--- src/rtl/let_pkg.sv ---
// ----------------------------------------------------------------------------
// let_pkg
// Shared constants, types and the gray conversion of the Laplacian edge block.
// ----------------------------------------------------------------------------
package let_pkg;

	localparam int DEF_MAX_WIDTH  = 1024;
	localparam int DEF_MAX_HEIGHT = 1024;

	localparam int COLOR_W    = 8;
	localparam int GRAY_W     = 8;
	localparam int DIM_W      = 11;
	localparam int THR_W      = 8;
	localparam int CFG_IDX_W  = 2;
	localparam int CFG_DATA_W = 11;

	localparam logic [CFG_IDX_W-1:0] REG_FRAME_WIDTH    = 2'd0;
	localparam logic [CFG_IDX_W-1:0] REG_FRAME_HEIGHT   = 2'd1;
	localparam logic [CFG_IDX_W-1:0] REG_EDGE_THRESHOLD = 2'd2;

	localparam logic [DIM_W-1:0] RST_FRAME_WIDTH    = 11'd640;
	localparam logic [DIM_W-1:0] RST_FRAME_HEIGHT   = 11'd480;
	localparam logic [THR_W-1:0] RST_EDGE_THRESHOLD = 8'd0;

	localparam int OUTQ_DEPTH = 3;
	localparam int LVL_W      = $clog2(OUTQ_DEPTH + 1);
	localparam int PTR_W      = $clog2(OUTQ_DEPTH);

	typedef struct packed {
		logic [GRAY_W-1:0] gray;
		logic              has_out;
		logic              eof;
		logic              left_edge;
		logic              right_edge;
		logic              top_edge;
		logic              bottom_edge;
		logic              one_col;
	} let_ctl_t;

	typedef struct packed {
		logic edge_white;
		logic end_of_frame;
	} let_res_t;

	function automatic logic [GRAY_W-1:0] gray_of(
		input logic [COLOR_W-1:0] r,
		input logic [COLOR_W-1:0] g,
		input logic [COLOR_W-1:0] b
	);
		logic [17:0] acc;
		acc = 18'(r) * 18'd77 + 18'(g) * 18'd150 + 18'(b) * 18'd29;
		return acc[15:8];
	endfunction

endpackage

--- src/rtl/let_if.sv ---


interface let_result_if;
	logic valid;
	logic ready;
	logic edge_white;
	logic end_of_frame;

	modport source (output valid, edge_white, end_of_frame, input ready);
	modport sink (input valid, edge_white, end_of_frame, output ready);
endinterface

--- src/rtl/let_out_queue.sv ---
// ----------------------------------------------------------------------------
// let_out_queue
// Three-entry result queue that drives the result channel.
// ----------------------------------------------------------------------------
module let_out_queue (
	input  logic                       clk,
	input  logic                       arst_n,
	input  logic                       push,
	input  let_pkg::let_res_t          push_data,
	output logic [let_pkg::LVL_W-1:0]  level,
	let_result_if.source               result
);
	import let_pkg::*;

	let_res_t          slot_q [OUTQ_DEPTH];
	logic [PTR_W-1:0]  wr_ptr_q;
	logic [PTR_W-1:0]  rd_ptr_q;
	logic [LVL_W-1:0]  level_q;
	logic              pop;

	function automatic logic [PTR_W-1:0] ptr_inc(input logic [PTR_W-1:0] p);
		return (p == PTR_W'(OUTQ_DEPTH - 1)) ? '0 : p + PTR_W'(1);
	endfunction

	assign pop                 = result.valid && result.ready;
	assign result.valid        = level_q != '0;
	assign result.edge_white   = slot_q[rd_ptr_q].edge_white;
	assign result.end_of_frame = slot_q[rd_ptr_q].end_of_frame;
	assign level               = level_q;

	always_ff @(posedge clk) begin
		if (push) begin
			slot_q[wr_ptr_q] <= push_data;
		end
	end

	always_ff @(posedge clk or negedge arst_n) begin
		if (!arst_n) begin
			wr_ptr_q <= '0;
			rd_ptr_q <= '0;
			level_q  <= '0;
		end else begin
			if (push) begin
				wr_ptr_q <= ptr_inc(wr_ptr_q);
			end
			if (pop) begin
				rd_ptr_q <= ptr_inc(rd_ptr_q);
			end
			if (push && !pop) begin
				level_q <= level_q + LVL_W'(1);
			end else if (pop && !push) begin
				level_q <= level_q - LVL_W'(1);
			end
		end
	end
endmodule

--- src/flat_wrapper.sv ---
// flat-port wrapper written by rule: the top's interface ports become plain ports
module let_out_queue_flat import let_pkg::*;
  (clk, arst_n, push, push_data, level, result_valid, result_edge_white, result_end_of_frame, result_ready);
  let_result_if result_i ();
  input  logic clk;
  input  logic arst_n;
  input  logic push;
  input  let_pkg::let_res_t push_data;
  output logic [let_pkg::LVL_W-1:0] level;
  output wire logic [$bits(result_i.valid)-1:0] result_valid;
  output wire logic [$bits(result_i.edge_white)-1:0] result_edge_white;
  output wire logic [$bits(result_i.end_of_frame)-1:0] result_end_of_frame;
  input wire logic [$bits(result_i.ready)-1:0] result_ready;
  assign result_valid = result_i.valid;
  assign result_edge_white = result_i.edge_white;
  assign result_end_of_frame = result_i.end_of_frame;
  assign result_i.ready = result_ready;
  let_out_queue u_core (.clk(clk), .arst_n(arst_n), .push(push), .push_data(push_data), .level(level), .result(result_i));
endmodule
--- config.mk ---
export PLATFORM = sky130hd
export DESIGN_NAME = let_out_queue_flat
export DESIGN_NICKNAME = d
export VERILOG_FILES = /design/src/rtl/let_pkg.sv /design/src/rtl/let_if.sv /design/src/rtl/let_out_queue.sv /design/src/flat_wrapper.sv
export SDC_FILE = /design/constraint.sdc
export NUM_CORES = 1
export LEC_CHECK = 0
export BUFFER_PORTS_ARGS = -buffer_cell sky130_fd_sc_hd__buf_2
export CAP_MARGIN = 20
export CORE_MARGIN = 4
export CORE_UTILIZATION = 38
export CTS_BUF_LIST = sky130_fd_sc_hd__clkbuf_4 sky130_fd_sc_hd__clkbuf_8
export CTS_CLUSTER_DIAMETER = 100
export DETAILED_ROUTE_END_ITERATION = 7
export GPL_TIMING_DRIVEN = 0
export SYNTH_ARGS = -nofsm -noshare
export SYNTH_HDL_FRONTEND = slang
export SYNTH_SLANG_ARGS = --single-unit
--- constraint.sdc ---
create_clock -name clk -period 3.2 [get_ports clk]
set_clock_uncertainty 0.15 [all_clocks]
set_input_delay 0.16 -clock clk [delete_from_list [all_inputs] [get_ports clk]]
set_output_delay 0.16 -clock clk [all_outputs]
set_load 0.02 [all_outputs]
==> results.yml, run 1 <==
timing:
  setup_violations: 0
  worst_pin_slew_ns: 0.271
  rsz0062_at_grt: "no"
  whs_ns: 0.0957
  slew_headroom_pct: 81.8
  period_share_pct: 47.0
  fmax_mhz: 665
  slew_violations: 0
  period_needed_ns: 1.50
  finalHoldViolCount: 0
  setup_tns_ns: 0
routing:
  drc: 0
  dr.max_layer_used: "met3"
  met2_length_um: 443
  firstDrtPassIters: 2
  vias_per_cell: 4.87
  wire_per_inst_um: 11.6
  drt_iter0_markers: 5
  ant_nets: 0
  wl_met3_um: 32
  met1_length_um: 316
  vias: 331
  wirelength_um: 792
yosys:
  synth_seq_cells: 12
  yosys_warnings: 0
  synth_nets: 44
  ys_seq_area_share_pct: 65.8
  syn_inst: 37
  syn_area_per_cell_sq_um: 13.6
  synth_cell_types: 18
  synth_area_sq_um: 502
setup_path:
  slowest_delay_ns: 0.44
  start_kind: "flip-flop"
  worstPathArrival_ns: 1.49
  cp_slowest_cell: "dfrtp_1"
  crit_path_end_kind: "flip-flop"
  critical-path-top-delay-family: "flip-flops"
  crit_chain: "o21ai_2 > ha_1 > xor2_1 > nor2_1 > xor2_1"
  critPathBufInv: 0
  critical_path.max_fanout: 5
  required_ns: 3.19
  crit_top_cell: "xor2_1"
  critPathKind: "flip-flop to flip-flop"
clock_tree:
  clock-root-buffer: "clkbuf_4"
  clk_latency_ns: 0.26
  postCtsSetupBuffers: 0
  cts_buffers: 3
  ctsHtreeMaxLevel: 1
  cts_hold_buf: 3
  cts.path.max_buffers: 2
  cts_resized: 0
  tritoncts: "done"
  clock_sinks: 12
  clkTransAtPathRegs_ns: 0.07
floorplanning:
  rows: 12
  core_area_sq_um: 1170
  die_h_um: 44.3
  die-area_sq_um: 1970
  io_pins: 11
  die_w_um: 44.3
  start_util_pct: 42.8
power_and_ir_drop:
  p_seq_share_pct: 47.0
  power.internal_mw: 0.361
  combPwrFrac_pct: 35.5
  ir_worst_vdd_v: 0.000360
  p_sw_mw: 0.208
  p_leak_nw: 0.287
  swShare_pct: 36.6
  power_density_nw_per_um2: 903
  clockPowerShare_pct: 17.4
min_path:
  hp-class: "primary input to asynchronous set/reset pin"
place:
  hpwlAfterDp_um: 648
  port_buffers: 10
  place_congestion: 0.716
grt:
  antenna_found_initial: 0
  grt_max_degree: 8
  first_global_vias: 356
  track_usage_pct: 9.75
  gr-total-overflow: 0
  grt_pass1_wl_mm: 1.37
cells_and_area:
  fillers: 112
  n_antenna_cell: 0
  postLayoutCoreUtil_pct: 53.7
  final_nets: 62
  area_growth_syn_to_layout_pct: 25.4
  drive_gt1_share_pct: 33.3
outcome:
  status: "finished, final reports clean"
flow_run:
  drv_cap: 0
state kept, by name, summed over array words and instances, names as in the netlist:
name,flops
u_core.slot_q,6
u_core.wr_ptr_q,2
u_core.level,2
u_core.rd_ptr_q,2
power by group through the flow:
stage | clock (mW) | sequential (mW) | combinational, mW
3_3_place_gp | 0 | 0.265 | 0.193
3_5_place_dp | 0 | 0.272 | 0.202
2_1_floorplan | 0 | 0.277 | 0.129
6_report | 0.0991 | 0.267 | 0.202
5_1_grt | 0.109 | 0.275 | 0.222
4_1_cts | 0.104 | 0.268 | 0.205
cell families after synthesis:
logic type                 after synthesis  share of synthesized area, %
muxes                                    2                          3.99
buffers and inverters                    1                         0.747
adders and majority gates                1                          2.49
AOI/OAI and AO/OA                        7                          9.23
and+or+nand+nor                         11                          12.5
xor gates and xnor gates                 3                          5.24
DFF                                     12                          65.8
stage by stage:
| step | cells | area, sq um | worst slack, ns | total power [mW] |
|---|---|---|---|---|
| after floorplan | 37 | 502 | 1.73 | 0.406 |
| after global placement | 61 | 569 | 1.77 | 0.458 |
| after CTS | 68 | 629 | 1.69 | 0.578 |
| after global routing | 68 | 629 | 1.55 | 0.607 |
| after detailed placement | 61 | 569 | 1.71 | 0.474 |
| final | 68 | 629 | 1.70 | 0.569 |
cell usage after synthesis:
| master | number | area, sq um |
|---|---|---|
| xor2_1 | 2 | 17.5 |
| dfrtp_1 | 6 | 150 |
| o21ai_1 | 2 | 10.0 |
| o21ai_2 | 1 | 8.76 |
| a21o_1 | 3 | 22.5 |
| nand2b_1 | 1 | 6.26 |
| nor3b_2 | 1 | 12.5 |
| nor3_1 | 1 | 5.00 |
| nand2_1 | 4 | 15.0 |
| nor3_2 | 1 | 10.0 |
| ha_1 | 1 | 12.5 |
| or2_2 | 1 | 6.26 |
| edfxtp_1 | 6 | 180 |
| o21ai_0 | 1 | 5.00 |
| inv_1 | 1 | 3.75 |
| mux2i_1 | 2 | 20.0 |
| nor2_1 | 2 | 7.51 |
| xnor2_1 | 1 | 8.76 |
cell type report:
| class | instances | area [sq um] | share of cell area (%) |
|---|---|---|---|
| Sequential cell | 12 | 330 | 52.5 |
| Multi-Input combinational cell | 24 | 168 | 26.6 |
| Timing Repair Buffer | 13 | 80.1 | 12.7 |
| Clock buffer | 4 | 30.0 | 4.77 |
| Tap cell | 14 | 17.5 | 2.78 |
| Inverter | 1 | 3.75 | 0.596 |
metal layers:
metal / track usage (%) / vias to the layer above
li1: - / 169
met1: 10.8 / 157
met2: 16.9 / 5
met3: 2.44 / 0
met4: 5.42 / 0
met5: 0 / -
worst register-to-register path, delay by kind of cell (launching register included):
kind	cells	cell delay, ns
fa+ha+maj	1	0.20
flops	1	0.44
compound gates	1	0.24
simple gates	1	0.07
xor+xnor	2	0.29
cell usage in the layout (no fill, tap or decap), drive strengths merged, types with 2 or more instances in the layout:
master,synthesis,routed
o21ai,4,4
edfxtp,6,6
dfrtp,6,6
dlygate4sd3,0,3
buf,0,10
a21o,3,3
nand2,4,4
nor2,2,2
mux2i,2,2
nor3,2,2
clkbuf,0,4
xor2,2,2
final timing paths:
check                                                      end  slack [ns]  cells past startpoint                        start
worst max register to register     u_core.level[1]$_DFFE_PN0P_        1.70                      5  u_core.level[0]$_DFFE_PN0P_
worst max-delay path               u_core.level[1]$_DFFE_PN0P_        1.70                      5  u_core.level[0]$_DFFE_PN0P_
min in group clk                u_core.rd_ptr_q[1]$_DFFE_PN0P_        0.10                      3                 result_ready
worst min-delay path            u_core.wr_ptr_q[1]$_DFFE_PN0P_         0.1                      2                       arst_n
max in group asynchronous       u_core.rd_ptr_q[0]$_DFFE_PN0P_        2.64                      2                       arst_n
worst min register to register     u_core.level[1]$_DFFE_PN0P_        0.39                      1  u_core.level[1]$_DFFE_PN0P_
Note: power is estimated with default switching activity, not from simulation.
==> run 2: changes to the inputs <==
==> constraint.sdc (replaced) <==
create_clock -name clk -period 1.4 [get_ports clk]
set_clock_uncertainty 0.15 [all_clocks]
set_input_delay 0.07 -clock clk [delete_from_list [all_inputs] [get_ports clk]]
set_output_delay 0.07 -clock clk [all_outputs]
set_load 0.02 [all_outputs]
==> results.yml, run 2 (same netlist as run 1, synthesis figures left out) <==
setup_path:
  worstPathArrival_ns: 1.16
  reg2reg_from: "u_core.level[0]$_DFFE_PN0P_"
  critPathBufInv: 1
  r2r-end: "u_core.level[1]$_DFFE_PN0P_"
  crit_start: "u_core.level[1]$_DFFE_PN0P_"
  cp_slowest_cell: "dfrtp_2"
  critical_path.max_fanout: 4
  rr_worst_depth: 5
  start_kind: "flip-flop"
  critPathKind: "flip-flop to output pin"
  required_ns: 1.18
  slowest_delay_ns: 0.43
  crit_end: "result_valid"
  path_depth: 2
  reg2reg_slack_ns: 0.03
  crit_path_end_kind: "output pin"
  crit_chain: "or2_2 > buf_6"
  critical-path-top-delay-family: "flip-flops"
routing:
  wire_per_inst_um: 12.4
  wirelength_um: 914
  ant_nets: 0
  drc: 0
  firstDrtPassIters: 4
  vias: 356
  vias_per_cell: 4.81
  drt_iter0_markers: 3
outcome:
  status: "finished, final reports clean"
power_and_ir_drop:
  ir_worst_vdd_v: 0.000943
  power_density_nw_per_um2: 2090
  finalPower_mw: 1.51
  p_leak_nw: 0.318
cells_and_area:
  final_cell_mix: "buf_2 (8), buf_4 (6), edfxtp_1 (6)"
  top_register: "u_core.slot_q"
  final_common_cell: "buf_2"
  n_antenna_cell: 0
  area_growth_syn_to_layout_pct: 43.4
  fin_cells: 74
  largest_reg_flops: 6
  final_nets: 68
  drive_gt1_share_pct: 48.3
grt:
  grt_pass1_wl_mm: 1.39
  gr-total-overflow: 0
  grt_max_degree: 8
  antenna_found_initial: 0
  first_global_vias: 336
  track_usage_pct: 10.2
timing:
  fmax_mhz: 726
  finalHoldViolCount: 0
  worst_pin_slew_ns: 0.293
  slew_violations: 0
  period_share_pct: 98.3
  setup_violations: 0
  rsz0062_at_grt: "yes"
  period_needed_ns: 1.38
  slew_headroom_pct: 80.4
clock_tree:
  tritoncts: "done"
  clk_latency_ns: 0.27
  clock-root-buffer: "clkbuf_4"
  ctsHtreeMaxLevel: 1
  cts.path.max_buffers: 2
  cts_buffers: 3
  clkTransAtPathRegs_ns: 0.06
  clock_sinks: 12
place:
  place_congestion: 0.712
  hpwlAfterDp_um: 634
  port_buffers: 10
  placedCellCount: 61
floorplanning:
  die_h_um: 44.3
  rows: 12
  core_area_sq_um: 1170
  die-area_sq_um: 1970
  start_util_pct: 42.8
  die_w_um: 44.3
  io_pins: 11
min_path:
  hp-class: "primary input to flip-flop"
flow_run:
  drv_cap: 0
-- run 2: cell types whose count changed in the layout (fill, tap and decap cells not counted), moves of 2 or more --
cell,before,now
buf_2,10,8
buf_4,0,6
dfrtp_1,6,3
dfrtp_2,0,3
-- run 2: report_power, final --
part / total (mW) / internal [mW] / switching, mW / leakage [nW]
Combinational: 0.651 / 0.338 / 0.313 / 0.174
Clock: 0.235 / 0.130 / 0.105 / 0.0184
Sequential: 0.620 / 0.496 / 0.124 / 0.126
Total: 1.51 / 0.963 / 0.543 / 0.318
-- run 2: final cells by class --
cell class / count / area [sq um]
timing repair buffer: 19 / 136
fill: 96 / 452
clock buffer: 4 / 30.0
sequential: 12 / 334
inverter: 1 / 3.75
tap: 14 / 17.5
multi-input combinational: 24 / 198
-- run 2: worst register-to-register path: stages (launching register included) --
cell and delay, ns:
dfrtp_2 0.44, o21ai_4 0.19, ha_4 0.16, xor2_2 0.14, nor2_2 0.05, xor2_1 0.13
-- run 2: timing repair --
item | in CTS | in global routing
setup endpoints to repair | 1 | 4
hold buffers | 4 | 0
hold endpoints to repair | 12 | 0
pin swaps | 1 | 2
resized for setup | 1 | 9
buffers inserted | 2 | 3
-- run 2: how the worst min path moves through the flow --
| stage | from | cells past startpoint | end | slack [ns] |
|---|---|---|---|---|
| after floorplan | arst_n | 0 | u_core.level[0]$_DFFE_PN0P_ | -0.38 |
| after global placement | arst_n | 1 | u_core.level[1]$_DFFE_PN0P_ | -0.25 |
| after detailed placement | arst_n | 1 | u_core.level[1]$_DFFE_PN0P_ | -0.25 |
| after CTS | push | 3 | u_core.level[0]$_DFFE_PN0P_ | 0.03 |
| after global routing | push | 3 | u_core.level[0]$_DFFE_PN0P_ | 0.06 |
| final | push | 3 | u_core.level[0]$_DFFE_PN0P_ | 0.04 |
-- run 2: routing by layer --
| metal | vias up | wire length, um | track usage [%] |
|---|---|---|---|
| met5 | - | 0 | 0 |
| met3 | 5 | 43 | 2.44 |
| met4 | 0 | 29 | 9.04 |
| li1 | 176 | - | - |
| met1 | 167 | 330 | 10.8 |
| met2 | 8 | 510 | 16.6 |
-- run 2: per-stage QoR --
step           instance area (sq um)  TNS [ns]  setup slack (ns)  hold slack (ns)  util (%)
2_1_floorplan                    503   -0.0539           -0.0539           -0.376         -
5_1_grt                          719   -0.0127          -0.00772           0.0598      61.4
4_1_cts                          663         0            0.0121           0.0314      56.6
6_report                         719         0            0.0232           0.0377      61.4
3_3_place_gp                     571   -0.0439           -0.0439           -0.254      48.7
3_5_place_dp                     571    -0.106            -0.106           -0.249      48.7
