==> config.mk <==
export PLATFORM = sky130hd
export DESIGN_NAME = let_front
export DESIGN_NICKNAME = d
export VERILOG_FILES = /design/src/rtl/let_pkg.sv /design/src/rtl/let_front.sv
export SDC_FILE = /design/constraint.sdc
export NUM_CORES = 1
export LEC_CHECK = 0
export BUFFER_PORTS_ARGS = -buffer_cell sky130_fd_sc_hd__buf_4
export CORE_MARGIN = 2
export CORE_UTILIZATION = 40
export DETAILED_ROUTE_END_ITERATION = 7
export SETUP_SLACK_MARGIN = 0.15
export SLEW_MARGIN = 20
export SYNTH_ARGS = -nofsm -noshare
export SYNTH_HDL_FRONTEND = slang
export SYNTH_SLANG_ARGS = --single-unit
==> constraint.sdc <==
create_clock -name clk -period 13.5 [get_ports clk]
set_input_delay 3.375 -clock clk [delete_from_list [all_inputs] [get_ports clk]]
set_output_delay 3.375 -clock clk [all_outputs]
set_load 0.01 [all_outputs]
==> src/rtl/let_pkg.sv <==
// ----------------------------------------------------------------------------
// let_pkg
// Shared constants, types and the gray conversion of the Laplacian edge block.
// ----------------------------------------------------------------------------
package let_pkg;

	localparam int DEF_MAX_WIDTH  = 1024;
	localparam int DEF_MAX_HEIGHT = 1024;

	localparam int COLOR_W    = 8;
	localparam int GRAY_W     = 8;
	localparam int DIM_W      = 11;
	localparam int THR_W      = 8;
	localparam int CFG_IDX_W  = 2;
	localparam int CFG_DATA_W = 11;

	localparam logic [CFG_IDX_W-1:0] REG_FRAME_WIDTH    = 2'd0;
	localparam logic [CFG_IDX_W-1:0] REG_FRAME_HEIGHT   = 2'd1;
	localparam logic [CFG_IDX_W-1:0] REG_EDGE_THRESHOLD = 2'd2;

	localparam logic [DIM_W-1:0] RST_FRAME_WIDTH    = 11'd640;
	localparam logic [DIM_W-1:0] RST_FRAME_HEIGHT   = 11'd480;
	localparam logic [THR_W-1:0] RST_EDGE_THRESHOLD = 8'd0;

	localparam int OUTQ_DEPTH = 3;
	localparam int LVL_W      = $clog2(OUTQ_DEPTH + 1);
	localparam int PTR_W      = $clog2(OUTQ_DEPTH);

	typedef struct packed {
		logic [GRAY_W-1:0] gray;
		logic              has_out;
		logic              eof;
		logic              left_edge;
		logic              right_edge;
		logic              top_edge;
		logic              bottom_edge;
		logic              one_col;
	} let_ctl_t;

	typedef struct packed {
		logic edge_white;
		logic end_of_frame;
	} let_res_t;

	function automatic logic [GRAY_W-1:0] gray_of(
		input logic [COLOR_W-1:0] r,
		input logic [COLOR_W-1:0] g,
		input logic [COLOR_W-1:0] b
	);
		logic [17:0] acc;
		acc = 18'(r) * 18'd77 + 18'(g) * 18'd150 + 18'(b) * 18'd29;
		return acc[15:8];
	endfunction

endpackage

==> src/rtl/let_front.sv <==
// ----------------------------------------------------------------------------
// let_front
// Configuration registers, frame position counters and gray conversion.
// Decides per item whether it is taken, starts the line store read.
// ----------------------------------------------------------------------------
module let_front #(
	parameter int MAX_WIDTH  = let_pkg::DEF_MAX_WIDTH,
	parameter int MAX_HEIGHT = let_pkg::DEF_MAX_HEIGHT
) (
	input  logic                           clk,
	input  logic                           arst_n,
	input  logic                           wr_en,
	input  logic [let_pkg::CFG_IDX_W-1:0]  wr_index,
	input  logic [let_pkg::CFG_DATA_W-1:0] wr_data,
	input  logic                           accept,
	input  logic                           action,
	input  logic [let_pkg::COLOR_W-1:0]    red,
	input  logic [let_pkg::COLOR_W-1:0]    green,
	input  logic [let_pkg::COLOR_W-1:0]    blue,
	output logic                           go,
	output logic [$clog2(MAX_WIDTH)-1:0]   rd_addr,
	output let_pkg::let_ctl_t              ctl,
	output logic [let_pkg::THR_W-1:0]      thr
);
	import let_pkg::*;

	localparam int COL_W = $clog2(MAX_WIDTH);
	localparam int WID_W = $clog2(MAX_WIDTH + 1);
	localparam int HGT_W = $clog2(MAX_HEIGHT + 1);
	localparam int ROW_W = $clog2(MAX_HEIGHT + 2);
	localparam int CMP_W = ROW_W + 1;

	function automatic logic [WID_W-1:0] clamp_w(input logic [DIM_W-1:0] v);
		if (v == '0) return WID_W'(1);
		if (32'(v) > MAX_WIDTH) return WID_W'(MAX_WIDTH);
		return WID_W'(v);
	endfunction

	function automatic logic [HGT_W-1:0] clamp_h(input logic [DIM_W-1:0] v);
		if (v == '0) return HGT_W'(1);
		if (32'(v) > MAX_HEIGHT) return HGT_W'(MAX_HEIGHT);
		return HGT_W'(v);
	endfunction

	logic [WID_W-1:0] width_q;
	logic [HGT_W-1:0] height_q;
	logic [THR_W-1:0] thr_q;
	logic [COL_W-1:0] col_q;
	logic [ROW_W-1:0] row_q;

	logic [COL_W-1:0] cx;
	logic [ROW_W-1:0] ry;
	logic [CMP_W-1:0] ry_x;
	logic [CMP_W-1:0] h_x;
	logic [WID_W:0]   col_nx;
	logic             restart;
	logic             in_frame;
	logic             ignore;
	logic             last_col;

	always_comb begin
		h_x      = CMP_W'(height_q);
		restart  = (WID_W'(col_q) >= width_q) || (CMP_W'(row_q) > h_x + CMP_W'(1));
		cx       = restart ? '0 : col_q;
		ry       = restart ? '0 : row_q;
		ry_x     = CMP_W'(ry);
		in_frame = ry_x < h_x;
		ignore   = action && in_frame;
		col_nx   = (WID_W + 1)'(cx) + (WID_W + 1)'(1);
		last_col = col_nx == (WID_W + 1)'(width_q);

		ctl.gray        = in_frame ? gray_of(red, green, blue) : '0;
		ctl.has_out     = (ry_x >= CMP_W'(2)) || ((ry_x == CMP_W'(1)) && (cx != '0));
		ctl.eof         = (ry_x == h_x + CMP_W'(1)) && (cx == '0);
		ctl.left_edge   = (cx == '0) ? (width_q == WID_W'(1)) : (cx == COL_W'(1));
		ctl.right_edge  = cx == '0;
		ctl.top_edge    = (cx != '0) ? (ry_x == CMP_W'(1)) : (ry_x == CMP_W'(2));
		ctl.bottom_edge = (cx != '0) ? (ry_x >= h_x) : (ry_x >= h_x + CMP_W'(1));
		ctl.one_col     = width_q == WID_W'(1);
	end

	assign go      = accept && !ignore;
	assign rd_addr = cx;
	assign thr     = thr_q;

	always_ff @(posedge clk or negedge arst_n) begin
		if (!arst_n) begin
			width_q  <= clamp_w(RST_FRAME_WIDTH);
			height_q <= clamp_h(RST_FRAME_HEIGHT);
			thr_q    <= RST_EDGE_THRESHOLD;
			col_q    <= '0;
			row_q    <= '0;
		end else begin
			if (wr_en) begin
				unique case (wr_index)
					REG_FRAME_WIDTH:    width_q  <= clamp_w(wr_data);
					REG_FRAME_HEIGHT:   height_q <= clamp_h(wr_data);
					REG_EDGE_THRESHOLD: thr_q    <= wr_data[THR_W-1:0];
					default: ;
				endcase
			end
			if (accept) begin
				if (ignore) begin
					col_q <= cx;
					row_q <= ry;
				end else if (ctl.eof) begin
					col_q <= '0;
					row_q <= '0;
				end else if (last_col) begin
					col_q <= '0;
					row_q <= ry + ROW_W'(1);
				end else begin
					col_q <= col_nx[COL_W-1:0];
					row_q <= ry;
				end
			end
		end
	end
endmodule

==> results.txt, run 1 <==
status = complete, but fails checks
failing checks = design-rule violations
clk root buf = clkbuf_16
WHS Endpoint = height_q[8]
Max Cap Viol = 0
FF-to-FF Start = height_q[0]
multi-input logic area = 5564 um2
die height = 140.1 um
fin crit share = 94.49%
post-CTS setup buffer count = 0
Synth Cell Area = 7411 um2
Worst Tran Pin Value = 809.1 ps
Worst-Skew Late Latency = 290 ps
clock sink count = 51
Startpoint Class = primary input
setup violators final = 0
nets in the synthesized netlist = 1056
Synth Flop Type = dfrtp_1
core box area = 18090 um2
CP Capture Type = primary output
Worst R2R End = col_q[5]
top cells by area, synth = ha_1, dfrtp_1, fa_1
cts hold-fix bufs = 0
overall power = 2.049 mW
Worst EP arrival = 9380 ps
LEAKAGE = 4.220 nW
R2R Setup Slk = 7290 ps
worst path bufs/invs = 6
Inserted Clock Buffers = 5
Vias = 5946
Post-DP HPWL = 14420 um
most frequent cells in the layout = ha_1, inv_1, buf_4
Post-CTS Resized = 0
CTS clk-pin slew, worst paths = 70 ps
Reg area = 1284 um2
Post-route DRC = 3
Synth Warn # = 0
most common cell after layout, fill and taps aside = ha_1
critical path type = primary input to primary output
H-tree depth = 2
# port buffers = 75
Clock Path Buffers = 2
HP Class = flop to flop
Detailed Route WL = 17110 um
dominant cell type by area after synthesis = ha_1
crit-path max cell delay = 540 ps
filler cell count = 1751
number of vias per cell = 5.314
first-pass GRT wire length = 29060 um
drt pass-1 iters = 7
RSZ-0062 raised after global routing = no
Congestion Overflow GR = 0
Layout area overhead = 12.46%
std cell rows = 49
Post-synth EDFFs = 0
Synth cell types = 77
slew margin rel. = 45.37%
die area = 19630 um2
P per Cell Area = 245.8 nW/um2
post-route cell area = 8334 um2
Synth Instances = 825
Fmax = 78.40 MHz
GRT Overall Usage = 17.83%
TNS Setup = 0 ps
Finished Layout Cells = 1119
post-DR wirelength/cell = 15.29 um
final hold violation count = 0
r2r worst-path depth = 24
die width = 140.1 um
CTS tree = done
hold path start = height_q[8]
sequential area share after synthesis = 17.32%
gpl congestion = 0.8214
Layout Skew = 8.114 ps
CP max-delay cell = fa_1
vias in the first global route = 5640
io pins = 76
antenna violations before repair = 0
WHS Path Cells = 2
syn avg cell area = 8.983 um2
async set or reset register ratio after synthesis = 100.0%
min Tclk post-route = 12760 ps
share of the synthesized area in the top cell type = 22.62%
maximum VDD drop = 233.7 uV
FF+latch count, synth = 51
Placed Instance Area = 8182 um2
Top delay family on crit path = adder cells
Diodes inserted = 0
final slew viol count = 0
fin nets = 1120
pin count of the biggest net entering global routing = 52
DR iter-0 viols = 261
Initial Utilization = 40.98%
Detail Route Antenna Nets = 0
fraction of layout cells with a size suffix above 1 = 13.82%
Inst Count DP = 1111
Crit Path Max Fanout = 4
CP required = 10120 ps
[cell type report]
| cell class | count | area share, % |
|---|---|---|
| Multi-Input combinational cell | 628 | 66.76 |
| Timing Repair Buffer | 76 | 6.846 |
| Sequential cell | 51 | 15.40 |
| Inverter | 127 | 5.720 |
| Clock inverter | 3 | 0.3303 |
| Clock buffer | 5 | 1.501 |
| Tap cell | 229 | 3.438 |
[worst reg2reg max path: stages (launching register included)]
cell	delay (ps)
dfrtp_1	530
ha_1	300
inv_1	80
nor4_1	350
xnor2_1	180
ha_1	340
nand3_1	110
nor2_1	180
a21boi_0	530
o21a_4	250
nor2_1	50
buf_4	240
nand2_1	150
inv_1	90
ha_1	270
and3_1	290
nand4_1	190
xnor2_1	180
nand2_1	80
or4_4	440
a221oi_4	400
or3_1	180
nand2_2	170
and3_2	320
a22o_1	210
[metrics by stage]
stage                     setup WS (ps)  utilization, %  hold slack, ps
final                             744.5           46.08           501.2
after global placement            726.8           45.24           483.1
after detailed placement          658.4           45.24           493.2
after CTS                         658.2           46.08           503.8
after floorplan                    1174               -           468.0
after global routing              425.7           46.08           526.6
[worst max path at each step]
stage | end | depth (start not counted) | startpoint | slack, ps
final | ctl[14] | 26 | green[4] | 740
after global routing | ctl[14] | 26 | green[4] | 430
after CTS | ctl[14] | 26 | green[4] | 660
after detailed placement | ctl[14] | 26 | green[4] | 660
after global placement | ctl[14] | 26 | green[4] | 730
after floorplan | ctl[14] | 24 | green[4] | 1170
[cell families after synthesis]
group	share of synthesized area, %
flip-flops	17.32
XOR/XNOR	4.609
AND/OR/NAND/NOR	17.25
AO/OA/AOI/OAI	13.79
buffers and inverters	7.598
multiplexers	1.942
adder cells (fa/ha/maj)	37.48
[state kept, by name, indices dropped and copies added, names as in the netlist]
signal    cells
col_q        10
height_q     11
row_q        11
thr           8
width_q      11
[metal layers]
layer  part of all wire [%]  vias to the layer above  global-route usage, %
li1                       -                     3013                      -
met1                     52                     2819                  27.71
met2                     44                      104                  27.61
met3                    3.7                       10                  2.085
met4                   0.43                        0                  1.595
met5                      0                        -                      0
[synthesized netlist by cell type, drive strengths merged, types with 3 or more instances]
cell and number:
a31o 4, dfstp 6, a21oi 36, nor2b 6
xnor2 32, xor2 7, fa 55, o211ai 9
a21o 15, dfrtp 45, ha 134, nand4 15
nand2 56, or3 6, a22o 4, and3 25
nor2 36, o31ai 4, clkbuf 16, nand2b 12
nand4b 3, o21a 8, and2 3, nor3 14
mux2 11, o21ai 35, inv 127, or2 3
o31a 3, a31oi 6, nand3 31, nand3b 3
nor4 15
[power by group]
group,total [mW],leakage (nW),switching [mW],internal [mW]
combinational,1.70,3.51,0.917,0.783
sequential,0.215,0.640,0.0366,0.178
clock,0.134,0.0719,0.0635,0.0706
total,2.05,4.22,1.02,1.03
Note: power is estimated with default switching activity, not from simulation.
==> inputs of run 2 (changes only) <==
Settings changed: ABC_AREA from default to 1, CTS_CLUSTER_DIAMETER from default to 30.
==> run 2 against run 1 <==
- the run now ends clean
- non-clock buffer count up 2
- largest cell class unchanged
- flip-flop and latch count did not move
- first-iteration DRC count is 21% higher
- clock-buffer cell count did not move
- register-to-register slack worse by 450 ps
- clock power is 7% higher
- sequential share of layout area fell by 0.99 points
- critical path type unchanged
- design area is 6.9% higher
==> results.txt, run 2 <==
critical path type = primary input to primary output
Worst R2R End = row_q[3]
Clock Path Buffers = 2
met3 Track Usage GR = 1.744%
FF-to-FF Start = height_q[0]
# port buffers = 75
post-route cell area = 8907 um2
fraction of layout cells with a size suffix above 1 = 13.02%
setup violators final = 0
final hold slack = 494.7 ps
die height = 144.9 um
status = finished, final reports clean
Diodes inserted = 0
Detailed Route WL = 19750 um
syn avg cell area = 7.679 um2
pin count of the biggest net entering global routing = 52
worst path bufs/invs = 7
die width = 144.9 um
R2R Setup Slk = 6840 ps
H-tree depth = 2
Fmax = 78.62 MHz
HP Class = flop to flop
Synth Flop Type = dfrtp_1
Post-route DRC = 0
Synth top cells by count = inv_1, nand2_1, ha_1, nand3_1, nor2_1
FF+latch count, synth = 51
vias in the first global route = 6817
CP Depth = 28
core box area = 19460 um2
Max Cap Viol = 0
TNS Setup = 0 ps
maximum VDD drop = 179.2 uV
Worst EP arrival = 9340 ps
Inserted Clock Buffers = 5
clk root buf = clkbuf_16
CP max-delay cell = fa_1
fin crit share = 94.22%
WHS Endpoint = thr[1]
filler cell count = 2020
slew margin rel. = 41.94%
met2 capacity usage during global routing = 34.46%
GRT Overall Usage = 20.22%
Synth Cell Area = 7940 um2
GR Util met1 = 27.63%
crit path from = green[3]
final hold violation count = 0
fin nets = 1336
Synth cell types = 50
DR iter-0 viols = 316
Placed Instance Area = 8753 um2
share of the synthesized area in the top cell type = 21.12%
dominant cell type by area after synthesis = ha_1
first-pass GRT wire length = 33600 um
hold path start = thr[1]
gpl congestion = 0.8751
r2r worst-path depth = 31
Synth Warn # = 0
WHS Path Cells = 2
top cells by area, synth = ha_1, dfrtp_1, fa_1
clock sink count = 51
post-DR wirelength/cell = 14.40 um
Layout Skew = 6.519 ps
Crit Path Max Fanout = 4
post-CTS setup buffer count = 0
cts hold-fix bufs = 0
P per Cell Area = 263.0 nW/um2
Synth Instances = 1034
GRT busiest layer = met2
antenna violations before repair = 0
Initial Utilization = 40.80%
cell with the most instances after synthesis = inv_1
drt pass-1 iters = 7
async set or reset register ratio after synthesis = 100.0%
CP Capture Type = primary output
Worst Tran Pin Value = 869.9 ps
CP required = 10120 ps
Detail Route Antenna Nets = 0
Startpoint Class = primary input
CTS tree = done
number of vias per cell = 4.999
final slew viol count = 0
sequential area share after synthesis = 16.17%
LEAKAGE = 4.784 nW
Vias = 6853
Post-CTS Resized = 0
most frequent cells in the layout = inv_1, nand2_1, ha_1
CTS clk-pin slew, worst paths = 80 ps
largest registers = height_q: 11 flops, row_q: 11 flops, width_q: 11 flops
min Tclk post-route = 12720 ps
Top delay family on crit path = adder cells
crit-path max cell delay = 550 ps
std cell rows = 51
Worst-Skew Late Latency = 310 ps
most common cell after layout, fill and taps aside = inv_1
Post-synth EDFFs = 0
Congestion Overflow GR = 0
nets in the synthesized netlist = 1265
Post-DP HPWL = 16360 um
die area = 20990 um2
RSZ-0062 raised after global routing = no
Layout area overhead = 12.18%
io pins = 76
run 2: changes by cell type after synthesis, sizes merged, moves of 10 or more:
cell / change
xor2: +10
nand2b: -12
nand2: +137
xnor2: -29
nor2: +52
nand3: +50
mux2: -11
a21oi: +15
and3: -24
inv: +86
nand4: +18
a21o: -15
run 2: final cells by class:
class                   instances  area (um2)  area share (%)
multi-input cells             754        5746           64.50
flip-flops and latches         51        1284           14.41
inverters                     215       807.0           9.060
repair buffers                 78       585.6           6.574
well taps                     265       331.6           3.722
clock buffers                   5       125.1           1.405
clock inverters                 3       28.78          0.3231
run 2: report_power, final:
| group | switching (mW) | internal, mW |
|---|---|---|
| clock network | 0.0717 | 0.0718 |
| logic | 1.15 | 0.807 |
| registers | 0.0476 | 0.191 |
run 2: kinds of logic (layout without fill, tap and decap cells):
group,count (synthesis),count (layout),synth area share [%]
and+or+nand+nor,429,429,27.20
xor gates and xnor gates,20,20,2.206
buffers and inverters,229,301,11.47
DFF,51,51,16.17
adders and majority gates,189,189,34.98
AOI/OAI and AO/OA,116,116,7.973
run 2: how the worst max path moves through the flow:
stage,endpoint,slack (ps)
after floorplan,ctl[12],1220
after global placement,ctl[12],810
after detailed placement,ctl[12],800
after CTS,ctl[12],740
after global routing,ctl[12],370
final,ctl[12],780
run 2: worst reg2reg max path, delay by kind of cell, from the launching register on:
family          cells  cell delay, ps
flops               1             440
simple gates       20            3810
xor+xnor            1             170
fa+ha+maj           3             860
compound gates      3             430
buf+inv             4             860
run 2: metrics by stage:
step	util (%)	worst slack (ps)	std cells	total power [mW]
3_5_place_dp	44.98	795.2	1363	2.211
3_3_place_gp	44.98	811.7	1363	2.194
5_1_grt	45.77	369.0	1371	2.665
2_1_floorplan	-	1215	1034	1.621
6_report	45.77	780.4	1371	2.343
4_1_cts	45.77	744.5	1371	2.370
run 2: routing by layer:
metal  wire, um  vias to the layer above
met4        371                        0
met1       9272                     3188
li1           -                     3503
met5          0                        -
met3        689                       21
met2       9413                      141
==> inputs of run 3 (changes only) <==
Settings changed: CORE_ASPECT_RATIO from default to 1.4.
==> run 3 against run 2 <==
- design area down 0.18%
- power up 4.0%
- non-clock buffer count unchanged
- clock-buffer cell count unchanged
- combinational power up 5%
- largest cell class unchanged
- fmax down 0.72%
==> results.txt, run 3 (same netlist as run 2, synthesis figures left out) <==
Layout Skew = 11.68 ps
final slew viol count = 0
final hold violation count = 0
critical path type = primary input to primary output
vias in the first global route = 7123
number of vias per cell = 5.155
post-DR wirelength/cell = 15.81 um
Startpoint Class = primary input
most common cell after layout, fill and taps aside = inv_1
DR iter-0 viols = 316
clock sink count = 51
P per Cell Area = 274.2 nW/um2
Clock Path Buffers = 2
LEAKAGE = 4.784 nW
Congestion Overflow GR = 0
pin count of the biggest net entering global routing = 52
# port buffers = 75
Diodes inserted = 0
H-tree depth = 2
cts hold-fix bufs = 0
setup ws final = 688.5 ps
Detailed Route WL = 21470 um
antenna violations before repair = 0
std cell rows = 61
core box area = 19690 um2
Worst-Skew Late Latency = 310 ps
CTS clk-pin slew, worst paths = 90 ps
min Tclk post-route = 12810 ps
Vias = 7000
Max Cap Viol = 0
Worst EP arrival = 9440 ps
post-CTS setup buffer count = 0
Inserted Clock Buffers = 5
GRT Overall Usage = 21.77%
TNS Setup = 0 ps
CTS tree = done
fin crit share = 94.90%
fin nets = 1336
worst path bufs/invs = 7
Post-DP HPWL = 18060 um
Post-route DRC = 0
RSZ-0062 raised after global routing = no
slew margin rel. = 46.82%
gpl congestion = 0.9109
die area = 21010 um2
HP Class = flop to flop
clk root buf = clkbuf_16
Setup WS pre-CTS = 703.9 ps
Detail Route Antenna Nets = 0
Initial Utilization = 40.32%
Worst Tran Pin Value = 792.8 ps
first-pass GRT wire length = 35450 um
Crit Path Max Fanout = 4
maximum VDD drop = 242.8 uV
largest registers = height_q: 11 flops, row_q: 11 flops, width_q: 11 flops
Placed Instance Area = 8737 um2
CP required = 10120 ps
status = finished, final reports clean
setup violators final = 0
die width = 123.1 um
crit-path max cell delay = 540 ps
fraction of layout cells with a size suffix above 1 = 13.02%
Fmax = 78.06 MHz
Post-CTS Resized = 0
drt pass-1 iters = 5
Layout area overhead = 11.98%
CP Capture Type = primary output
io pins = 76
post-route cell area = 8891 um2
die height = 170.7 um
CP max-delay cell = fa_1
Top delay family on crit path = adder cells
most frequent cells in the layout = inv_1, nand2_1, ha_1
run 3: cell counts in the layout (fill, tap and decap cells not counted):
Identical to the previous run, type by type.
run 3: power by group:
part           internal [mW]  switching, mW
Combinational          0.816           1.23
Clock                 0.0718         0.0693
Sequential             0.191         0.0559
Total                   1.08           1.36
run 3: area by class of cell:
class	count	area, um2
timing repair buffer	78	585.6
clock buffer	5	125.1
inverter	215	807.0
tap	252	315.3
multi-input combinational	754	5746
sequential	51	1284
fill	2050	10800
clock inverter	3	28.78
run 3: per-stage QoR:
| stage | util (%) | total power [mW] | hold WS [ps] | instances |
|---|---|---|---|---|
| CTS | 45.15 | 2.459 | 503.7 | 1358 |
| finish | 45.15 | 2.438 | 499.3 | 1358 |
| global route | 45.15 | 2.723 | 519.1 | 1358 |
| floorplan | - | 1.621 | 471.5 | 1034 |
| detailed placement | 44.37 | 2.306 | 480.0 | 1350 |
| global placement | 44.37 | 2.284 | 474.3 | 1350 |
run 3: path summary, 6_finish.rpt:
path | start | end | slack, ps | cells past startpoint
worst max-delay path | green[3] | ctl[12] | 690 | 28
worst min register to register | thr[5] | thr[5] | 500 | 2
worst max register to register | height_q[0] | row_q[3] | 6990 | 31
min in group asynchronous | arst_n | row_q[7] | 3110 | 1
worst min-delay path | thr[5] | thr[5] | 500 | 2
max in group asynchronous | arst_n | height_q[9] | 9890 | 1
run 3: worst min-delay path: stages, from the launching register on:
cell and delay, ps:
dfrtp_1 350, nand2_1 50, o21ai_0 60
run 3: layer usage:
| metal | global-route usage (%) | up-vias | wire [um] |
|---|---|---|---|
| met4 | 11.66 | 0 | 1229 |
| met5 | 0 | - | 0 |
| met2 | 42.11 | 157 | 11700 |
| li1 | - | 3500 | - |
| met3 | 1.200 | 56 | 569 |
| met1 | 23.07 | 3287 | 7979 |
