`config.mk`:
```
export PLATFORM = sky130hd
export DESIGN_NAME = let_kernel
export DESIGN_NICKNAME = d
export VERILOG_FILES = /design/src/rtl/let_pkg.sv /design/src/rtl/let_kernel.sv
export SDC_FILE = /design/constraint.sdc
export NUM_CORES = 1
export LEC_CHECK = 0
export BUFFER_PORTS_ARGS = -buffer_cell sky130_fd_sc_hd__buf_2
export CAP_MARGIN = 30
export CORE_UTILIZATION = 41
export DETAILED_ROUTE_END_ITERATION = 12
export PLACE_DENSITY_LB_ADDON = 0.2
export SLEW_MARGIN = 15
export SYNTH_ARGS = -nofsm -noshare
export SYNTH_HDL_FRONTEND = slang
export SYNTH_SLANG_ARGS = --single-unit
```
`constraint.sdc`:
```
create_clock -name clk -period 8.9 [get_ports clk]
set_clock_uncertainty 0.05 [all_clocks]
set_input_delay 1.78 -clock clk [delete_from_list [all_inputs] [get_ports clk]]
set_output_delay 1.78 -clock clk [all_outputs]
set_load 0.005 [all_outputs]
```
`src/rtl/let_pkg.sv`:
```
// ----------------------------------------------------------------------------
// let_pkg
// Shared constants, types and the gray conversion of the Laplacian edge block.
// ----------------------------------------------------------------------------
package let_pkg;

	localparam int DEF_MAX_WIDTH  = 1024;
	localparam int DEF_MAX_HEIGHT = 1024;

	localparam int COLOR_W    = 8;
	localparam int GRAY_W     = 8;
	localparam int DIM_W      = 11;
	localparam int THR_W      = 8;
	localparam int CFG_IDX_W  = 2;
	localparam int CFG_DATA_W = 11;

	localparam logic [CFG_IDX_W-1:0] REG_FRAME_WIDTH    = 2'd0;
	localparam logic [CFG_IDX_W-1:0] REG_FRAME_HEIGHT   = 2'd1;
	localparam logic [CFG_IDX_W-1:0] REG_EDGE_THRESHOLD = 2'd2;

	localparam logic [DIM_W-1:0] RST_FRAME_WIDTH    = 11'd640;
	localparam logic [DIM_W-1:0] RST_FRAME_HEIGHT   = 11'd480;
	localparam logic [THR_W-1:0] RST_EDGE_THRESHOLD = 8'd0;

	localparam int OUTQ_DEPTH = 3;
	localparam int LVL_W      = $clog2(OUTQ_DEPTH + 1);
	localparam int PTR_W      = $clog2(OUTQ_DEPTH);

	typedef struct packed {
		logic [GRAY_W-1:0] gray;
		logic              has_out;
		logic              eof;
		logic              left_edge;
		logic              right_edge;
		logic              top_edge;
		logic              bottom_edge;
		logic              one_col;
	} let_ctl_t;

	typedef struct packed {
		logic edge_white;
		logic end_of_frame;
	} let_res_t;

	function automatic logic [GRAY_W-1:0] gray_of(
		input logic [COLOR_W-1:0] r,
		input logic [COLOR_W-1:0] g,
		input logic [COLOR_W-1:0] b
	);
		logic [17:0] acc;
		acc = 18'(r) * 18'd77 + 18'(g) * 18'd150 + 18'(b) * 18'd29;
		return acc[15:8];
	endfunction

endpackage

```
`src/rtl/let_kernel.sv`:
```
// ----------------------------------------------------------------------------
// let_kernel
// Second stage: takes the line store data, writes the shifted column back,
// keeps the last two columns and forms the thresholded Laplacian.
// ----------------------------------------------------------------------------
module let_kernel #(
	parameter int MAX_WIDTH = let_pkg::DEF_MAX_WIDTH
) (
	input  logic                            clk,
	input  logic                            arst_n,
	input  logic                            go,
	input  logic [$clog2(MAX_WIDTH)-1:0]    addr,
	input  let_pkg::let_ctl_t               ctl,
	input  logic [let_pkg::THR_W-1:0]       thr,
	input  logic [2*let_pkg::GRAY_W-1:0]    rd_data,
	output logic                            wr_en,
	output logic [$clog2(MAX_WIDTH)-1:0]    wr_addr,
	output logic [2*let_pkg::GRAY_W-1:0]    wr_data,
	output logic                            push,
	output let_pkg::let_res_t               res
);
	import let_pkg::*;

	localparam int COL_W = $clog2(MAX_WIDTH);

	logic              v_s1;
	let_ctl_t          ctl_s1;
	logic [COL_W-1:0]  addr_s1;
	logic [GRAY_W-1:0] t1_q;
	logic [GRAY_W-1:0] m1_q;
	logic [GRAY_W-1:0] b1_q;
	logic [GRAY_W-1:0] m2_q;

	logic [GRAY_W-1:0]  top_px;
	logic [GRAY_W-1:0]  mid_px;
	logic [GRAY_W-1:0]  c;
	logic [GRAY_W-1:0]  l;
	logic [GRAY_W-1:0]  r;
	logic [GRAY_W-1:0]  u;
	logic [GRAY_W-1:0]  d;
	logic [GRAY_W+1:0]  neg;
	logic signed [10:0] sum;
	logic               white;

	always_comb begin
		top_px = rd_data[2*GRAY_W-1:GRAY_W];
		mid_px = rd_data[GRAY_W-1:0];
		if (ctl_s1.one_col) begin
			c = top_px;
			l = c;
			r = c;
			u = ctl_s1.top_edge ? c : t1_q;
			d = ctl_s1.bottom_edge ? c : mid_px;
		end else begin
			c = m1_q;
			l = ctl_s1.left_edge ? c : m2_q;
			r = ctl_s1.right_edge ? c : mid_px;
			u = ctl_s1.top_edge ? c : t1_q;
			d = ctl_s1.bottom_edge ? c : b1_q;
		end
		neg = (GRAY_W + 2)'(l) + (GRAY_W + 2)'(r) + (GRAY_W + 2)'(u) + (GRAY_W + 2)'(d);
		sum = $signed({1'b0, c, 2'b00}) - $signed({1'b0, neg});
		if (sum > 11'sd255) begin
			white = thr != {THR_W{1'b1}};
		end else begin
			white = sum > $signed({3'b000, thr});
		end
	end

	assign wr_en            = v_s1;
	assign wr_addr          = addr_s1;
	assign wr_data          = {mid_px, ctl_s1.gray};
	assign push             = v_s1 && ctl_s1.has_out;
	assign res.edge_white   = white;
	assign res.end_of_frame = ctl_s1.eof;

	always_ff @(posedge clk or negedge arst_n) begin
		if (!arst_n) begin
			v_s1 <= 1'b0;
		end else begin
			v_s1 <= go;
		end
	end

	always_ff @(posedge clk) begin
		if (go) begin
			ctl_s1  <= ctl;
			addr_s1 <= addr;
		end
		if (v_s1) begin
			t1_q <= top_px;
			m1_q <= mid_px;
			b1_q <= ctl_s1.gray;
			m2_q <= m1_q;
		end
	end
endmodule

```
==> results of run 1 <==
[layout by cell type (no fill, tap or decap), types with 2 or more instances in the layout]
master	instances
a211oi_1	15
a21oi_1	22
and2_1	2
buf_2	81
buf_4	2
clkbuf_1	2
clkbuf_8	9
clkinv_2	2
edfxtp_1	57
fa_1	23
ha_1	20
inv_1	44
mux2_2	16
mux2i_1	13
nand2_1	10
nand3_1	2
nand4_1	2
nor2_1	19
nor2b_1	18
o211ai_1	2
o21a_1	2
o21ai_0	9
xnor2_1	3
xor2_1	3
[logic make-up (layout without fill, tap and decap cells)]
family	after synthesis	after routing
and+or+nand+nor	57	57
adders and majority gates	43	43
buffers and inverters	71	145
DFF	58	58
muxes	31	31
AOI/OAI and AO/OA	56	56
xor gates and xnor gates	6	6
[metrics by stage]
| stage | hold WS, ns | setup WS (ns) | area, µm² | power, mW | util [%] |
|---|---|---|---|---|---|
| CTS | 0.4041 | 0.5851 | 4378 | 1.358 | 49.48 |
| finish | 0.4018 | 0.6103 | 4393 | 1.334 | 49.65 |
| global placement | 0.3755 | 0.6849 | 4190 | 1.102 | 47.36 |
| floorplan | 0.3777 | 0.9888 | 3800 | 0.9689 | - |
| global route | 0.4202 | 0.3032 | 4393 | 1.483 | 49.65 |
| detailed placement | 0.3836 | 0.6036 | 4190 | 1.119 | 47.36 |
[final timing paths]
kind	endpoint	slack, ns
worst min register to register	b1_q[1]	0.40
max in group asynchronous	wr_en	7.56
min in group asynchronous	wr_en	1.16
worst max-delay path	res[1]	0.61
worst min-delay path	b1_q[1]	0.40
worst max register to register	m2_q[6]	7.78
[area by class of cell]
type                    instances  area [µm²]
repair buffers                 84       435.4
clock inverters                 5       56.30
clock buffers                  11       131.4
well taps                     108       135.1
fillers                       828        4456
multi-input cells             193        1729
flip-flops and latches         58        1737
inverters                      45       168.9
[per-layer routing]
metal | vias to the layer above | track usage (%) | part of all wire, %
met5 | - | 0 | 0
met4 | 0 | 6.544 | 1.6
met3 | 9 | 3.579 | 5.1
met2 | 66 | 24.05 | 46
met1 | 1187 | 19.27 | 47
li1 | 1238 | - | -
[power breakdown]
part	total (mW)	switching [mW]	internal [mW]
logic	0.768	0.414	0.354
registers	0.335	0.0132	0.322
clock network	0.231	0.102	0.129
total	1.33	0.529	0.805
[sequential cells by signal, indices dropped and copies added, names as in the netlist]
signal	count
m1_q	8
b1_q	8
wr_en	1
m2_q	8
wr_data	8
t1_q	8
ctl_s1	6
wr_addr	10
res	1
==> flow_summary.json, run 1 <==
{
  "critical_path_arrival_ns": 6.46,
  "clk_pin_slew_worst_paths_ns": 0.07,
  "yosys-mux-area-fraction_pct": 8.857,
  "irDropWorstVdd_uv": 132.1,
  "hold_start": "wr_data[1]",
  "synth_top_area_share_pct": 45.04,
  "crit_chain": "buf_2 -> mux2_2 -> mux2_2 -> fa_1 -> inv_1 -> fa_1 -> inv_1 -> fa_1 -> inv_1 -> ha_1 -> a21oi_1 -> o21ai_2 -> nand2_1 -> nand2_1 -> a21oi_1 -> xnor2_1 -> ha_1 -> a21o_1 -> a211oi_1 -> nand2b_1 -> o21ai_0 -> a21oi_1 -> mux2_1 -> buf_2",
  "finalHoldViolCount": 0,
  "synthCells": 322,
  "max_slew_margin_pct": 61.05,
  "path_buf_inv": 5,
  "p_leak_nw": 1.930,
  "worstSetupPathType": "in2out",
  "finalCriticalPeriod_ns": 8.290,
  "wire_per_inst_um": 13.42,
  "coreArea_um2": 8848,
  "yosysMostFrequentCell": "edfxtp_1",
  "grt_pass1_vias": 2474,
  "antenna_cells": 0,
  "yosys.area_share.simple_pct": 7.376,
  "cts_buffer_depth": 2,
  "crit_path_max_fanout": 4,
  "ios": 82,
  "crit_path_top_delay_cell": "fa_1",
  "grt.total_usage_pct": 14.94,
  "synth_common_cells": "edfxtp_1, inv_1, fa_1",
  "timing.fmax_mhz": 120.6,
  "holdPathStages": 0,
  "startpoint": "rd_data[1]",
  "tritoncts": "built",
  "rr_worst_depth": 1,
  "tns_ns": 0,
  "cts_hold_buf": 0,
  "cts_resized": 0,
  "synth-async-reset-ratio_pct": 1.724,
  "die_x_um": 98.27,
  "antenna_found_initial": 0,
  "instances_no_fill": 504,
  "rsz0062_at_grt": "false",
  "routed-via-count": 2500,
  "finalCritPeriodShare_pct": 93.14,
  "reg2reg_from": "wr_en",
  "critical_path.top_delay_family": "adder cells",
  "drive_gt1_share_pct": 29.80,
  "cp.depth": 24,
  "ys.flop_type": "edfxtp_1",
  "synth_top_family_by_area": "adder cells",
  "setup_viol_count_final": 0,
  "drv_cap": 0,
  "cp.required_ns": 7.07,
  "drc_errors": 2,
  "synth_adder_area_share_pct": 18.70,
  "ys_seq_area_share_pct": 45.70,
  "clk_latency_ns": 0.33,
  "portBuffers": 81,
  "htree_num_levels": 3,
  "syn_to_final_growth_pct": 15.61,
  "hp-class": "reg2reg",
  "cpPeakStageDelay_ns": 0.55,
  "grt_pass1_wl_mm": 11.26,
  "synth_area_leaders": "edfxtp_1, fa_1, ha_1, mux2_2, inv_1",
  "dp_hpwl_mm": 5.205,
  "via_per_inst": 4.960,
  "dp_cells": 487,
  "slew_violations": 0,
  "synth_compound_area_share_pct": 9.187,
  "numCtsBuffers": 9,
  "gp_congestion": 0.7771,
  "yosys.area.top_type": "edfxtp_1",
  "synth-seq-cells": 58,
  "die_h_um": 98.27,
  "overflow": 0,
  "row_count": 34,
  "cts_setup_buffers": 0,
  "cp-end-kind": "primary output",
  "fp.dieArea_um2": 9657,
  "post_synth_num_cell_types": 36,
  "status": "finished, violations left",
  "initial_core_util_pct": 42.94,
  "avgSynthCellArea_um2": 11.80,
  "ant_nets": 0,
  "wl_mm": 6.763,
  "powerDensity_nw_per_um2": 303.7,
  "first_pass_iters": 8,
  "clock-sinks": 58,
  "drt_first_iter_violations": 54,
  "synthesis.area_um2": 3800,
  "yosysWarningCount": 0,
  "yosys.area_share.xor_xnor_pct": 1.383,
  "worst_slew_pin_slew_ns": 0.5842,
  "syn_nets": 417,
  "synth_edf_count": 57,
  "grt_max_degree": 35,
  "nets": 486,
  "violations": "design-rule violations",
  "startpoint_type": "input pin",
  "root_buffer": "clkbuf_8"
}
Note: power is estimated with default switching activity, not from simulation.
==> run 2, diff against run 1 <==
--- a/config.mk
+++ b/config.mk
@@ -8,6 +8,7 @@
 export BUFFER_PORTS_ARGS = -buffer_cell sky130_fd_sc_hd__buf_2
 export CAP_MARGIN = 30
 export CORE_UTILIZATION = 41
+export CTS_CLUSTER_SIZE = 16
 export DETAILED_ROUTE_END_ITERATION = 12
 export PLACE_DENSITY_LB_ADDON = 0.2
 export SLEW_MARGIN = 15
==> constraint.sdc (replaced) <==
create_clock -name clk -period 8.9 [get_ports clk]
set_clock_uncertainty 0.05 [all_clocks]
set_input_delay 1.78 -clock clk [delete_from_list [all_inputs] [get_ports clk]]
set_output_delay 1.78 -clock clk [all_outputs]
set_load 0.05 [all_outputs]
==> run 2 against run 1 <==
Net effect:
- the run now ends clean
- non-clock buffer count is the same
- highest routed layer unchanged
- global-route usage grew 0.10 points
- cell count is the same
- via count grew 0.44%
- sequential cell count is the same
- setup slack lost 0.099 ns
==> flow_summary.json, run 2 (same netlist as run 1, synthesis figures left out) <==
{
  "path_buf_inv": 5,
  "numCtsBuffers": 9,
  "tns_ns": 0,
  "die_x_um": 98.27,
  "startpoint_type": "input pin",
  "htree_num_levels": 3,
  "multi_input_area_um2": 1729,
  "use_met1_pct": 18.88,
  "rr_worst_depth": 1,
  "cp-endpoint": "res[1]",
  "rr_endpoint": "m2_q[5]",
  "cp.required_ns": 7.07,
  "utilization_pct": 49.73,
  "n_fill_cell": 801,
  "final_common_cell": "buf_2",
  "critical_path_arrival_ns": 6.56,
  "reg2reg_slack_ns": 7.77,
  "portBuffers": 81,
  "slew_violations": 0,
  "first_pass_iters": 6,
  "largest_register_ffs": 10,
  "wire_per_inst_um": 13.54,
  "routed-via-count": 2511,
  "cts_setup_buffers": 0,
  "max_slew_margin_pct": 53.76,
  "clock-sinks": 58,
  "gp_congestion": 0.7780,
  "clkPwrFrac_pct": 17.4,
  "cp.depth": 21,
  "clk_pin_slew_worst_paths_ns": 0.07,
  "wl_mm": 6.825,
  "worstSetupPathType": "in2out",
  "finalHoldViolCount": 0,
  "worst_slew_pin_slew_ns": 0.6936,
  "tritoncts": "built",
  "dp_cells": 488,
  "fp.dieArea_um2": 9657,
  "cpPeakStageDelay_ns": 0.54,
  "grt_max_degree": 35,
  "initial_core_util_pct": 42.94,
  "startpoint": "rd_data[3]",
  "timing.fmax_mhz": 119.2,
  "ant_nets": 0,
  "grt_pass1_vias": 2461,
  "final_cell_mix": "buf_2, edfxtp_1, inv_1",
  "cts_hold_buf": 0,
  "root_buffer": "clkbuf_8",
  "coreArea_um2": 8848,
  "register_area_um2": 1737,
  "finalCriticalPeriod_ns": 8.389,
  "setup_viol_count_final": 0,
  "fin_area_um2": 4400,
  "powerDensity_nw_per_um2": 323.2,
  "via_per_inst": 4.982,
  "rsz0062_at_grt": "false",
  "antenna_cells": 0,
  "overflow": 0,
  "reg2reg_from": "wr_en",
  "syn_to_final_growth_pct": 15.81,
  "seq_power_share_pct": 23.7,
  "drt_first_iter_violations": 68,
  "hp-class": "reg2reg",
  "drive_gt1_share_pct": 30.30,
  "comb_power_share_pct": 58.9,
  "cp-end-kind": "primary output",
  "grt.total_usage_pct": 15.04,
  "crit_chain": "buf_2 -> mux2_2 -> mux2_2 -> fa_1 -> inv_1 -> fa_1 -> inv_1 -> fa_1 -> inv_1 -> ha_1 -> o21ai_1 -> and2_1 -> o21ai_0 -> xor2_1 -> ha_1 -> a211oi_1 -> nand2b_1 -> o21ai_0 -> a21oi_1 -> mux2_1 -> buf_2",
  "instances_no_fill": 504,
  "nets": 486,
  "switching_share_pct": 42.80,
  "crit_path_top_delay_cell": "fa_1",
  "clk_latency_ns": 0.33,
  "row_count": 34,
  "use_met2_pct": 24.00,
  "dp_hpwl_mm": 5.151,
  "switchingPower_mw": 0.6087,
  "ios": 82,
  "p_leak_nw": 1.936,
  "met3_usage_pct": 5.440,
  "crit_path_max_fanout": 4,
  "grt_pass1_wl_mm": 11.30,
  "place_area_um2": 4198,
  "irDropWorstVdd_uv": 143.3,
  "status": "completed",
  "grt.busiest_layer": "met2",
  "power_mw": 1.422,
  "antenna_found_initial": 0,
  "critical_path.top_delay_family": "adder cells",
  "die_h_um": 98.27,
  "drc_errors": 0,
  "drv_cap": 0,
  "cellInternalPower_mw": 0.8137,
  "cts_buffer_depth": 2,
  "cts_resized": 0,
  "finalCritPeriodShare_pct": 94.26
}
run 2: cell count changes in the layout (fill, tap and decap cells not counted), sizes merged:
cell,before,now
clkbuf,11,10
inv,45,46
run 2: worst min-delay path by stage:
stage / startpoint / end / depth (start not counted)
detailed placement: wr_data[5] / b1_q[5] / 0
global route: wr_data[2] / b1_q[2] / 0
floorplan: wr_data[0] / b1_q[0] / 0
global placement: wr_data[2] / b1_q[2] / 0
CTS: wr_data[2] / b1_q[2] / 0
finish: wr_data[0] / b1_q[0] / 0
run 2: power groups by stage:
| stage | logic (mW) | clock network (mW) | registers [mW] |
|---|---|---|---|
| floorplan | 0.685 | 0 | 0.350 |
| global placement | 0.825 | 0 | 0.342 |
| detailed placement | 0.842 | 0 | 0.343 |
| CTS | 0.847 | 0.256 | 0.337 |
| global route | 0.960 | 0.265 | 0.340 |
| finish | 0.838 | 0.248 | 0.337 |
run 2: layer usage:
layer | vias up | part of all wire [%]
li1 | 1243 | -
met1 | 1179 | 47
met2 | 78 | 46
met3 | 11 | 6.3
met4 | 0 | 1.3
met5 | - | 0
run 2: area by class of cell:
cell class | count | area share, %
Clock buffer | 10 | 3.128
Inverter | 45 | 3.838
Clock inverter | 6 | 1.479
Tap cell | 108 | 3.071
Timing Repair Buffer | 84 | 9.724
Multi-Input combinational cell | 193 | 39.29
Sequential cell | 58 | 39.47
run 2: stage by stage:
stage / hold slack, ns / setup slack, ns
3_5_place_dp: 0.3811 / 0.4772
4_1_cts: 0.4008 / 0.4717
5_1_grt: 0.4247 / 0.2073
6_report: 0.3987 / 0.5110
2_1_floorplan: 0.3777 / 0.9324
3_3_place_gp: 0.3758 / 0.6003
==> run 3, diff against run 2 <==
--- a/config.mk
+++ b/config.mk
@@ -7,7 +7,7 @@
 export LEC_CHECK = 0
 export BUFFER_PORTS_ARGS = -buffer_cell sky130_fd_sc_hd__buf_2
 export CAP_MARGIN = 30
-export CORE_UTILIZATION = 41
+export CORE_UTILIZATION = 25
 export CTS_CLUSTER_SIZE = 16
 export DETAILED_ROUTE_END_ITERATION = 12
 export PLACE_DENSITY_LB_ADDON = 0.2
==> run 3 against run 2 <==
Net effect:
- final area increased by 4.0%
- sequential share of layout area decreased by 1.5 points
- combinational power increased by 1%
- hold slack got worse by 0.0083 ns
- wire length increased by 9.3%
- cell count increased by 15%
- first-iteration DRC count increased by 40%
- register-to-register slack about the same
- largest power group unchanged
==> flow_summary.json, run 3 (same netlist as run 1, synthesis figures left out) <==
{
  "status": "completed",
  "drc_errors": 0,
  "root_buffer": "clkbuf_16",
  "first_pass_iters": 6,
  "max_slew_margin_pct": 46.07,
  "largest_register_ffs": 10,
  "die_h_um": 125.3,
  "powerDensity_nw_per_um2": 329.9,
  "dp_hpwl_mm": 5.749,
  "critical_path_arrival_ns": 6.52,
  "fp.dieArea_um2": 15700,
  "portBuffers": 81,
  "via_per_inst": 4.210,
  "utilization_pct": 31.12,
  "clock-sinks": 58,
  "grt_pass1_wl_mm": 12.12,
  "worst_slew_pin_slew_ns": 0.8090,
  "die_x_um": 125.3,
  "initial_core_util_pct": 25.85,
  "htree_num_levels": 3,
  "numCtsBuffers": 9,
  "gp_congestion": 0.7649,
  "timing.fmax_mhz": 119.7,
  "wl_mm": 7.461,
  "p_leak_nw": 1.969,
  "final_common_cell": "buf_2",
  "cp-end-kind": "primary output",
  "startpoint_type": "input pin",
  "crit_path_max_fanout": 4,
  "setup_viol_count_final": 0,
  "grt.total_usage_pct": 9.892,
  "grt_pass1_vias": 2500,
  "antenna_found_initial": 0,
  "finalCriticalPeriod_ns": 8.352,
  "cp.required_ns": 7.07,
  "ios": 82,
  "wire_per_inst_um": 12.84,
  "cts_buffer_depth": 2,
  "clk_latency_ns": 0.32,
  "cts_hold_buf": 0,
  "clk_pin_slew_worst_paths_ns": 0.05,
  "slew_violations": 0,
  "rsz0062_at_grt": "false",
  "syn_to_final_growth_pct": 20.38,
  "n_fill_cell": 1511,
  "grt_max_degree": 35,
  "nets": 486,
  "finalHoldViolCount": 0,
  "final_cell_mix": "buf_2, edfxtp_1, inv_1",
  "tritoncts": "built",
  "worstSetupPathType": "in2out",
  "row_count": 44,
  "finalCritPeriodShare_pct": 93.84,
  "irDropWorstVdd_uv": 146.2,
  "cts_setup_buffers": 0,
  "ant_nets": 0,
  "drive_gt1_share_pct": 29.04,
  "routed-via-count": 2446,
  "tns_ns": 0,
  "coreArea_um2": 14700,
  "hp-class": "reg2reg",
  "overflow": 0,
  "drt_first_iter_violations": 95,
  "drv_cap": 0,
  "cts_resized": 0
}
[run 3: layout make-up]
class | count | area (µm²) | share of cell area [%]
multi-input combinational | 193 | 1729 | 37.80
clock inverter | 4 | 42.54 | 0.9300
sequential | 58 | 1737 | 37.97
tap | 184 | 230.2 | 5.033
inverter | 45 | 168.9 | 3.693
clock buffer | 12 | 236.5 | 5.170
antenna | 1 | 2.502 | 0.05470
timing repair buffer | 84 | 427.9 | 9.354
[run 3: layer usage]
metal / global-route usage, % / vias up / wire length (µm)
met3: 1.883 / 10 / 396
met2: 14.89 / 72 / 3202
met1: 13.50 / 1122 / 3728
li1: - / 1242 / -
met4: 5.165 / 0 / 133
met5: 0 / - / 0
[run 3: stage by stage]
stage	area (µm²)	hold WS (ns)	power, mW	setup slack (ns)	std cells
floorplan	3800	0.3777	1.035	0.9324	322
global placement	4293	0.3773	1.194	0.5407	564
detailed placement	4293	0.3796	1.203	0.5386	564
CTS	4572	0.3912	1.538	0.5245	580
global route	4572	0.3971	1.654	0.2314	580
finish	4574	0.3904	1.509	0.5485	581
[run 3: worst max-delay path, stage by stage]
cell	delay (ns)
buf_2	0.12
mux2_2	0.25
mux2_2	0.28
fa_1	0.54
inv_1	0.05
fa_1	0.53
inv_1	0.06
fa_1	0.53
inv_1	0.05
ha_1	0.35
o21ai_1	0.12
and2_1	0.19
o21ai_0	0.20
xor2_1	0.09
ha_1	0.30
nand3_1	0.10
o32ai_1	0.29
a21oi_1	0.06
o21ai_0	0.08
a21oi_1	0.06
mux2_1	0.29
buf_2	0.21
[run 3: path summary, 6_finish.rpt]
check                      cells after the start       to  slack (ns)       start
setup / recovery                              22   res[1]        0.55  rd_data[3]
hold reg to reg                                0  b1_q[0]        0.39  wr_data[0]
max in group asynchronous                      1    wr_en        7.53      arst_n
setup reg to reg                               1  t1_q[1]        7.76       wr_en
min in group asynchronous                      1    wr_en        1.18      arst_n
hold / removal                                 0  b1_q[0]        0.39  wr_data[0]
[run 3: power by group]
part	leakage, nW	internal [mW]	total (mW)	switching [mW]
clock	0.136	0.214	0.323	0.109
sequential	0.570	0.323	0.338	0.0150
combinational	1.26	0.357	0.848	0.491
total	1.97	0.894	1.51	0.615
